<file path="src/design/fat_pkg.sv">
// Package for the file allocation table engine: sizes, codes, request and
// response types, sequencer states and the link table reset pattern.
// No dependencies.
`default_nettype none

package fat_pkg;

  localparam int NUM_BLOCKS   = 128;
  localparam int BLK_W        = 7;
  localparam int LINK_W       = 8;
  localparam int ROOT_ENTRIES = 8;
  localparam int SLOT_W       = 3;
  localparam int FAT_BLOCKS   = 7;
  localparam int KEY_BITS     = 64;

  localparam logic [LINK_W-1:0] RESERVED_MARK = 8'hFF;

  typedef enum logic [2:0] {
    OP_CREATE = 3'd0,
    OP_REMOVE = 3'd1,
    OP_ADD    = 3'd2,
    OP_DELETE = 3'd3,
    OP_NEXT   = 3'd4,
    OP_FIRST  = 3'd5
  } op_e;

  typedef enum logic [2:0] {
    ST_OK          = 3'd0,
    ST_EXISTS      = 3'd1,
    ST_ROOT_FULL   = 3'd2,
    ST_NO_FILE     = 3'd3,
    ST_DISK_FULL   = 3'd4,
    ST_NOT_IN_FILE = 3'd5,
    ST_NOT_EMPTY   = 3'd6
  } status_e;

  typedef enum logic [3:0] {
    S_INIT, S_IDLE, S_SCAN, S_EXEC,
    S_A_HEAD, S_A_NEXT, S_A_CLR, S_A_TAILRD, S_A_WALK,
    S_W_CHECK, S_W_NEXT, S_F_GOT,
    S_D_GOT0, S_D_WRBLK, S_D_WRHEAD, S_DONE
  } fsm_e;

  typedef struct packed {
    logic [2:0]          operation;
    logic [KEY_BITS-1:0] file_key;
    logic [BLK_W-1:0]    block_number;
  } req_t;

  typedef struct packed {
    logic [2:0]       status;
    logic [BLK_W-1:0] result_block;
  } rsp_t;

  // link table contents after reset
  function automatic logic [LINK_W-1:0] init_link(input logic [BLK_W-1:0] idx);
    logic [LINK_W-1:0] v;
    v = 8'd0;
    if (idx == 7'd0) begin
      v = LINK_W'(FAT_BLOCKS + 2);
    end else if (idx == 7'd1) begin
      v = 8'd1;
    end else if (idx < BLK_W'(FAT_BLOCKS + 2)) begin
      v = RESERVED_MARK;
    end else if (idx != BLK_W'(NUM_BLOCKS - 1)) begin
      v = {1'b0, idx} + 8'd1;
    end
    return v;
  endfunction

endpackage

`default_nettype wire

</file>
<file path="src/design/fat_block_allocator.sv">
// File allocation table engine: root directory, link table and sequencer.
// Depends on fat_pkg.
//
// Usage: requests enter on in_req_i with in_valid_i/in_stall_o, one result
// per request leaves on out_rsp_o with out_valid_o/out_stall_i.
// After reset the link table is written with its initial pattern, one
// entry a cycle, while in_stall_o stays high.
// A request is handled by one sequencer around a single-port link memory
// with a registered read: a directory scan over the 8 root entries (one
// key compare a cycle), then the tail walk of an add in S_A_WALK or the
// chain search of a delete or next in S_W_CHECK and S_W_NEXT. Create,
// remove and first go from the scan through S_EXEC to S_DONE; the longest
// request is a delete of the last block of a 119-block chain.
// One request is in work at a time; in_stall_o is low only when the
// sequencer is idle.
// The result sits in an output register; the next request is taken while
// it waits. A stalled receiver holds a finished result in the sequencer
// until the output register frees.
`default_nettype none

module fat_block_allocator import fat_pkg::*; (
  input  wire logic clk_i,
  input  wire logic rst_ni,
  input  wire logic in_valid_i,
  output logic      in_stall_o,
  input  wire req_t in_req_i,
  output logic      out_valid_o,
  input  wire logic out_stall_i,
  output rsp_t      out_rsp_o
);

  fsm_e state_q, state_d;

  logic [2:0]          op_q, op_d;
  logic [KEY_BITS-1:0] key_q, key_d;
  logic [BLK_W-1:0]    blk_q, blk_d;
  logic [BLK_W-1:0]    idx_q, idx_d;
  logic                hit_q, hit_d, free_hit_q, free_hit_d;
  logic [SLOT_W-1:0]   slot_q, slot_d, free_q, free_d;
  logic [LINK_W-1:0]   cur_q, cur_d, tmp_q, tmp_d;
  logic [BLK_W-1:0]    prev_q, prev_d;
  logic [BLK_W:0]      steps_q, steps_d;
  status_e             status_q, status_d;
  logic [BLK_W-1:0]    rblk_q, rblk_d;
  logic                out_valid_q, out_valid_d;
  rsp_t                out_q, out_d;

  logic [KEY_BITS-1:0] dir_key_q [ROOT_ENTRIES];
  logic                dir_valid_q [ROOT_ENTRIES];
  logic [BLK_W-1:0]    dir_first_q [ROOT_ENTRIES];

  logic              dir_create, dir_clear, dir_first_we;
  logic [BLK_W-1:0]  dir_first_val;

  logic [LINK_W-1:0] link_mem [NUM_BLOCKS];
  logic [LINK_W-1:0] rdata_q;
  logic              mem_we, mem_re;
  logic [BLK_W-1:0]  mem_waddr, mem_raddr;
  logic [LINK_W-1:0] mem_wdata;

  logic [SLOT_W-1:0] scan_idx;
  logic              key_match;
  logic [BLK_W-1:0]  first_blk;
  logic              chain_ok, rd_ok;

  assign scan_idx  = idx_q[SLOT_W-1:0];
  assign key_match = dir_valid_q[scan_idx] && (dir_key_q[scan_idx] == key_q);
  assign first_blk = dir_first_q[slot_q];
  assign chain_ok  = (cur_q != '0) && !cur_q[LINK_W-1] && !steps_q[BLK_W];
  assign rd_ok     = (rdata_q != '0) && !rdata_q[LINK_W-1] && !steps_q[BLK_W];

  assign in_stall_o  = (state_q != S_IDLE);
  assign out_valid_o = out_valid_q;
  assign out_rsp_o   = out_q;

  // next state
  always_comb begin
    state_d = state_q;
    unique case (state_q)
      S_INIT:    if (idx_q == BLK_W'(NUM_BLOCKS - 1)) state_d = S_IDLE;
      S_IDLE:    if (in_valid_i) state_d = S_SCAN;
      S_SCAN:    if (scan_idx == SLOT_W'(ROOT_ENTRIES - 1)) state_d = S_EXEC;
      S_EXEC: begin
        state_d = S_DONE;
        if (hit_q) begin
          if (op_q == OP_ADD) begin
            state_d = S_A_HEAD;
          end else if ((op_q == OP_DELETE || op_q == OP_NEXT) && blk_q != '0) begin
            state_d = S_W_CHECK;
          end
        end
      end
      S_A_HEAD:   state_d = ((rdata_q == '0) || rdata_q[LINK_W-1]) ? S_DONE : S_A_NEXT;
      S_A_NEXT:   state_d = S_A_CLR;
      S_A_CLR:    state_d = (first_blk == '0) ? S_DONE : S_A_TAILRD;
      S_A_TAILRD: state_d = S_A_WALK;
      S_A_WALK:   if (!rd_ok) state_d = S_DONE;
      S_W_CHECK: begin
        if (!chain_ok) state_d = S_DONE;
        else if (cur_q[BLK_W-1:0] == blk_q) state_d = S_F_GOT;
        else state_d = S_W_NEXT;
      end
      S_W_NEXT:   state_d = S_W_CHECK;
      S_F_GOT:    state_d = (op_q == OP_NEXT) ? S_DONE : S_D_GOT0;
      S_D_GOT0:   state_d = S_D_WRBLK;
      S_D_WRBLK:  state_d = S_D_WRHEAD;
      S_D_WRHEAD: state_d = S_DONE;
      S_DONE:     if (!out_valid_q || !out_stall_i) state_d = S_IDLE;
      default:    state_d = S_INIT;
    endcase
  end

  // datapath and memory control
  always_comb begin
    op_d = op_q; key_d = key_q; blk_d = blk_q; idx_d = idx_q;
    hit_d = hit_q; slot_d = slot_q; free_hit_d = free_hit_q; free_d = free_q;
    cur_d = cur_q; tmp_d = tmp_q; prev_d = prev_q; steps_d = steps_q;
    status_d = status_q; rblk_d = rblk_q;
    out_valid_d = out_valid_q && out_stall_i;
    out_d = out_q;
    dir_create = 1'b0; dir_clear = 1'b0; dir_first_we = 1'b0; dir_first_val = '0;
    mem_we = 1'b0; mem_waddr = '0; mem_wdata = '0;
    mem_re = 1'b0; mem_raddr = '0;
    unique case (state_q)
      S_INIT: begin
        mem_we    = 1'b1;
        mem_waddr = idx_q;
        mem_wdata = init_link(idx_q);
        idx_d     = idx_q + 1'b1;
      end
      S_IDLE: begin
        op_d = in_req_i.operation; key_d = in_req_i.file_key;
        blk_d = in_req_i.block_number;
        idx_d = '0; hit_d = 1'b0; free_hit_d = 1'b0;
        slot_d = '0; free_d = '0;
      end
      S_SCAN: begin
        if (key_match && !hit_q) begin
          hit_d = 1'b1; slot_d = scan_idx;
        end
        if (!dir_valid_q[scan_idx] && !free_hit_q) begin
          free_hit_d = 1'b1; free_d = scan_idx;
        end
        idx_d = idx_q + 1'b1;
      end
      S_EXEC: begin
        status_d = ST_OK; rblk_d = '0;
        cur_d = {1'b0, first_blk}; prev_d = '0; steps_d = '0;
        unique case (op_q)
          OP_CREATE: begin
            if (hit_q) status_d = ST_EXISTS;
            else if (free_hit_q) dir_create = 1'b1;
            else status_d = ST_ROOT_FULL;
          end
          OP_REMOVE: begin
            if (!hit_q) status_d = ST_NO_FILE;
            else if (first_blk != '0) status_d = ST_NOT_EMPTY;
            else dir_clear = 1'b1;
          end
          OP_ADD: begin
            if (!hit_q) status_d = ST_NO_FILE;
            else mem_re = 1'b1;
          end
          OP_DELETE, OP_NEXT: begin
            if (!hit_q) status_d = ST_NO_FILE;
            else if (blk_q == '0) status_d = ST_NOT_IN_FILE;
          end
          OP_FIRST: begin
            if (!hit_q) status_d = ST_NO_FILE;
            else rblk_d = first_blk;
          end
          default: ;
        endcase
      end
      S_A_HEAD: begin
        if ((rdata_q == '0) || rdata_q[LINK_W-1]) begin
          status_d = ST_DISK_FULL;
        end else begin
          tmp_d = rdata_q; mem_re = 1'b1; mem_raddr = rdata_q[BLK_W-1:0];
        end
      end
      S_A_NEXT: begin
        mem_we = 1'b1; mem_waddr = '0; mem_wdata = rdata_q;
      end
      S_A_CLR: begin
        mem_we = 1'b1; mem_waddr = tmp_q[BLK_W-1:0]; mem_wdata = '0;
        rblk_d = tmp_q[BLK_W-1:0];
        if (first_blk == '0) begin
          dir_first_we = 1'b1; dir_first_val = tmp_q[BLK_W-1:0];
        end
      end
      S_A_TAILRD: begin
        mem_re = 1'b1; mem_raddr = cur_q[BLK_W-1:0];
      end
      S_A_WALK: begin
        if (rd_ok) begin
          cur_d = rdata_q; steps_d = steps_q + 1'b1;
          mem_re = 1'b1; mem_raddr = rdata_q[BLK_W-1:0];
        end else begin
          mem_we = 1'b1; mem_waddr = cur_q[BLK_W-1:0]; mem_wdata = tmp_q;
        end
      end
      S_W_CHECK: begin
        if (!chain_ok) begin
          status_d = ST_NOT_IN_FILE;
        end else begin
          mem_re = 1'b1; mem_raddr = cur_q[BLK_W-1:0];
          if (cur_q[BLK_W-1:0] != blk_q) prev_d = cur_q[BLK_W-1:0];
        end
      end
      S_W_NEXT: begin
        cur_d = rdata_q; steps_d = steps_q + 1'b1;
      end
      S_F_GOT: begin
        if (op_q == OP_NEXT) begin
          rblk_d = rdata_q[BLK_W-1:0];
        end else begin
          tmp_d = rdata_q; mem_re = 1'b1; mem_raddr = '0;
        end
      end
      S_D_GOT0: begin
        cur_d = rdata_q;
        if (prev_q == '0) begin
          dir_first_we = 1'b1; dir_first_val = tmp_q[BLK_W-1:0];
        end else begin
          mem_we = 1'b1; mem_waddr = prev_q; mem_wdata = tmp_q;
        end
      end
      S_D_WRBLK: begin
        mem_we = 1'b1; mem_waddr = blk_q; mem_wdata = cur_q;
      end
      S_D_WRHEAD: begin
        mem_we = 1'b1; mem_waddr = '0; mem_wdata = {1'b0, blk_q};
      end
      S_DONE: begin
        if (!out_valid_q || !out_stall_i) begin
          out_valid_d = 1'b1;
          out_d.status = status_q;
          out_d.result_block = rblk_q;
        end
      end
      default: ;
    endcase
  end

  always_ff @(posedge clk_i or negedge rst_ni) begin
    if (!rst_ni) begin
      state_q     <= S_INIT;
      idx_q       <= '0;
      out_valid_q <= 1'b0;
    end else begin
      state_q     <= state_d;
      idx_q       <= idx_d;
      out_valid_q <= out_valid_d;
    end
  end

  always_ff @(posedge clk_i) begin
    op_q <= op_d; key_q <= key_d; blk_q <= blk_d;
    hit_q <= hit_d; slot_q <= slot_d; free_hit_q <= free_hit_d; free_q <= free_d;
    cur_q <= cur_d; tmp_q <= tmp_d; prev_q <= prev_d; steps_q <= steps_d;
    status_q <= status_d; rblk_q <= rblk_d; out_q <= out_d;
  end

  always_ff @(posedge clk_i or negedge rst_ni) begin
    if (!rst_ni) begin
      for (int i = 0; i < ROOT_ENTRIES; i++) begin
        dir_valid_q[i] <= 1'b0;
        dir_first_q[i] <= '0;
      end
    end else begin
      if (dir_create) begin
        dir_valid_q[free_q] <= 1'b1;
        dir_first_q[free_q] <= '0;
      end
      if (dir_clear) dir_valid_q[slot_q] <= 1'b0;
      if (dir_first_we) dir_first_q[slot_q] <= dir_first_val;
    end
  end

  always_ff @(posedge clk_i) begin
    if (dir_create) dir_key_q[free_q] <= key_q;
  end

  always_ff @(posedge clk_i) begin
    if (mem_we) link_mem[mem_waddr] <= mem_wdata;
    if (mem_re) rdata_q <= link_mem[mem_raddr];
  end

endmodule

`default_nettype wire
</file>
<file path="config.mk">
export PLATFORM = sky130hd
export DESIGN_NAME = fat_block_allocator
export DESIGN_NICKNAME = d
export VERILOG_FILES = /design/src/design/fat_pkg.sv /design/src/design/fat_block_allocator.sv
export SDC_FILE = /design/constraint.sdc
export NUM_CORES = 2
export LEC_CHECK = 0
export BUFFER_PORTS_ARGS = -buffer_cell sky130_fd_sc_hd__buf_2
export CAP_MARGIN = 20
export CORE_MARGIN = 4
export CORE_UTILIZATION = 55
export DETAILED_ROUTE_END_ITERATION = 8
export PLACE_DENSITY = 0.8
export SLEW_MARGIN = 20
export SYNTH_ARGS = -nofsm -noshare
export SYNTH_HDL_FRONTEND = slang
export SYNTH_SLANG_ARGS = --single-unit
</file>
<file path="constraint.sdc">
create_clock -name clk_i -period 16.65 [get_ports clk_i]
set_clock_uncertainty 0.15 [all_clocks]
set_input_delay 0.8325 -clock clk_i [delete_from_list [all_inputs] [get_ports clk_i]]
set_output_delay 0.8325 -clock clk_i [all_outputs]
set_load 0.05 [all_outputs]
</file>
==> reports/summary.txt <==
GRT Overall Usage: 0.272
CTS sink count: 1753
initial antenna violation count: 8
Max VDD drop: 153 uV
Worst slew margin: 0.236
fin. max-slew vios: 0
post-synthesis sequential area ratio: 0.738
Synth cell types: 78
PostCTS Resize Cnt: 0
CTS Hold Bufs: 0
DRT iter0 DRCs: 6662
Global Route met3 Usage: 0.0790
hpwl dp: 104000 um
worst slew pin tran: 1.14 ns
area post-placement: 72800 um^2
Syn Nets: 4774
crit path time final: 6.03 ns
Place WS: 10.87 ns
fmax: 166 MHz
pin count of the biggest net entering global routing: 164
vias: 44.0k
DIE AREA: 134000 um^2
Sum Neg Setup Slack: 0 ns
initial core utilization: 0.554
# DRC: 9
Die X: 367 um
met2 Usage GRT: 0.416
fin area: 77700 um^2
Arrival @ worst endpoint: 6.38 ns
Fill cells: 8615
status: finished with violations
FP Rows: 131
vias in the first global route: 43.1k
area of the multi-input gates: 17300 um^2
CTS Buf Count: 163
most common cell after layout, fill and taps aside: edfxtp_1
setup bufs post-CTS: 0
Fin. Hold Viols: 0
fin crit share: 0.362
RSZ-0062 raised after global routing: no
# IOs: 90
routability cong.: 0.948
pwr/cell area: 167 nW/um^2
leakage power: 25.5 nW
Max Cap Viol: 0
most frequent cells in the layout: edfxtp_1, nand2_1, nand3_1, nor2_1, clkbuf_16
Worst-Skew Late Latency: 0.82 ns
Startpoint Class: register
Post-synth ARST share: 0.0434
Gate Count Post-Synth: 4691
core area: 128000 um^2
CTS tree: built
H-tree depth: 4
Worst Setup End Kind: register
share of post-route cells with drive strength above 1: 0.117
Synth Cell Area: 70800 um^2
crit path max fanout: 83
kind of critical path: reg -> reg
clock root buffer: clkbuf_16
Worst R2R Start: state_q[2]
final worst-path setup slack: 10.62 ns
Detailed Routing Iterations Pass 1: 9
Post-DRT Antenna Nets: 0
routed len/inst: 28.4 um
CTS Buffer Depth: 3
first-pass GRT wire length: 277000 um
I/O Buffers: 89
Critical Path RT: 17.01 ns
Avg Cell Area, Syn: 15.1 um^2
Area Overhead vs Synth: 9.73%
M1 GR Usage: 0.368
commonest register cell after synthesis: edfxtp_1
GR peak layer: met2
clock-pin slew on the worst setup and hold paths: 0.07 ns
crit path launch: state_q[2]
Hold Path Class: in -> async
DRT Wirelength: 185000 um
EDFF count, synth: 1677
Die Y: 367 um
Final Setup Violations: 0
gr ovfl total: 0
failing checks: DRC
Via density: 6.76
Register Area: 52300 um^2
YS warnings: 0
Nets: 4812
FF+latch count, synth: 1753
## layer usage
metal | vias to the layer above | part of all wire
met4 | 8 | 0.049
met3 | 623 | 0.14
met2 | 3451 | 0.46
met5 | - | 0.00048
met1 | 21707 | 0.35
li1 | 18189 | -
## layout make-up
cell class                 instances  share of cell area
antenna                            3           0.0000967
clock buffer                     213              0.0562
clock inverter                    68             0.00630
inverter                          20             0.00111
multi-input combinational       2624               0.223
sequential                      1753               0.673
tap                             1662              0.0268
timing repair buffer             167              0.0139
## registers in the layout, indices dropped and copies added (netlist names), 8 cells and up
name / flops
key_q: 64
steps_q: 8
rdata_q: 8
cur_q: 8
out_rsp_o: 10
dir_key_q: 512
dir_first_q: 56
tmp_q: 8
dir_valid_q: 8
link_mem: 1024
## cells in the mapped netlist, types with 5 or more instances
cell type  count  area (um^2)
xnor2_1       43          377
o221ai_1       8         70.1
nand4_1       17          106
nor2_1       202          758
xor2_1        21          184
o211ai_1      23          173
a311o_1        8         80.1
nand2_1      867         3250
nor4_1        18          113
mux4_2       142         3200
nand2b_1       5         31.3
o21ai_0       61          305
a221oi_1      20          175
a21o_1         5         37.5
and3_1       125          782
edfxtp_1    1677        50400
nor3_1        17         85.1
a22oi_1       52          390
o22a_1         5         43.8
o22ai_1       13         81.3
ha_1           5         62.6
a211oi_1     122          916
buf_1         32          120
a311oi_1      44          385
and2_1        14         87.6
a31oi_1      116          726
buf_4          8         60.1
a32oi_1       26          228
nor3b_1        7         52.6
o2111ai_1     23          201
mux2i_1      158         1580
a2111oi_0     10         87.6
clkbuf_1     128          480
a22o_1        15          131
nor2b_1       18          113
nand3_1      216         1080
inv_1         19         71.3
a21oi_1      130          651
dfrtp_1       76         1900
buf_2        124          621
## power breakdown
part	internal, mW	total (mW)	switching, mW	leakage [nW]
clock	1.91	3.48	1.58	2.37
sequential	5.66	5.95	0.292	16.4
combinational	0.944	3.52	2.58	6.77
## cells by family (layout without fill, tap and decap cells)
group / count (synthesis) / in the layout / share of synthesized area
simple gates: 1535 / 1535 / 0.0948
flops: 1753 / 1753 / 0.738
fa+ha+maj: 5 / 5 / 0.000884
buf+inv: 314 / 468 / 0.0195
compound gates: 716 / 716 / 0.0704
other cells: 0 / 3 / 0
mux: 304 / 304 / 0.0682
xor+xnor: 64 / 64 / 0.00792
## worst paths after layout
check / end / slack, ns / cells after the start
max reg2reg: rdata_q[7] / 10.62 / 11
max: rdata_q[7] / 10.62 / 11
max in group asynchronous: idx_q[1] / 15.54 / 1
min: dir_first_q[43] / 0.05 / 1
min in group clk_i: key_q[1] / 0.05 / 1
min reg2reg: out_rsp_o[9] / 0.31 / 0
## worst max-delay path, stage by stage (launching register included)
cell and delay, ns:
dfrtp_1 0.85, and4bb_2 0.42, a22oi_2 0.17, buf_4 0.67
nand2_4 0.63, buf_4 0.61, a211oi_1 0.38, a211oi_1 0.13
o41ai_1 0.60, a31oi_1 0.21, a311oi_1 0.68, a21oi_1 0.11
## metrics by stage
stage | utilization | total power, mW | std cells | hold WS (ns)
4_1_cts | 0.608 | 12.8 | 6507 | 0.0134
3_3_place_gp | 0.570 | 9.29 | 6226 | 0.303
6_report | 0.608 | 13.0 | 6510 | 0.0516
5_1_grt | 0.608 | 13.3 | 6508 | 0.0342
3_5_place_dp | 0.570 | 9.38 | 6226 | 0.292
2_1_floorplan | - | 8.15 | 4691 | 0.250
No activity file was read; power rests on OpenSTA's default activity.
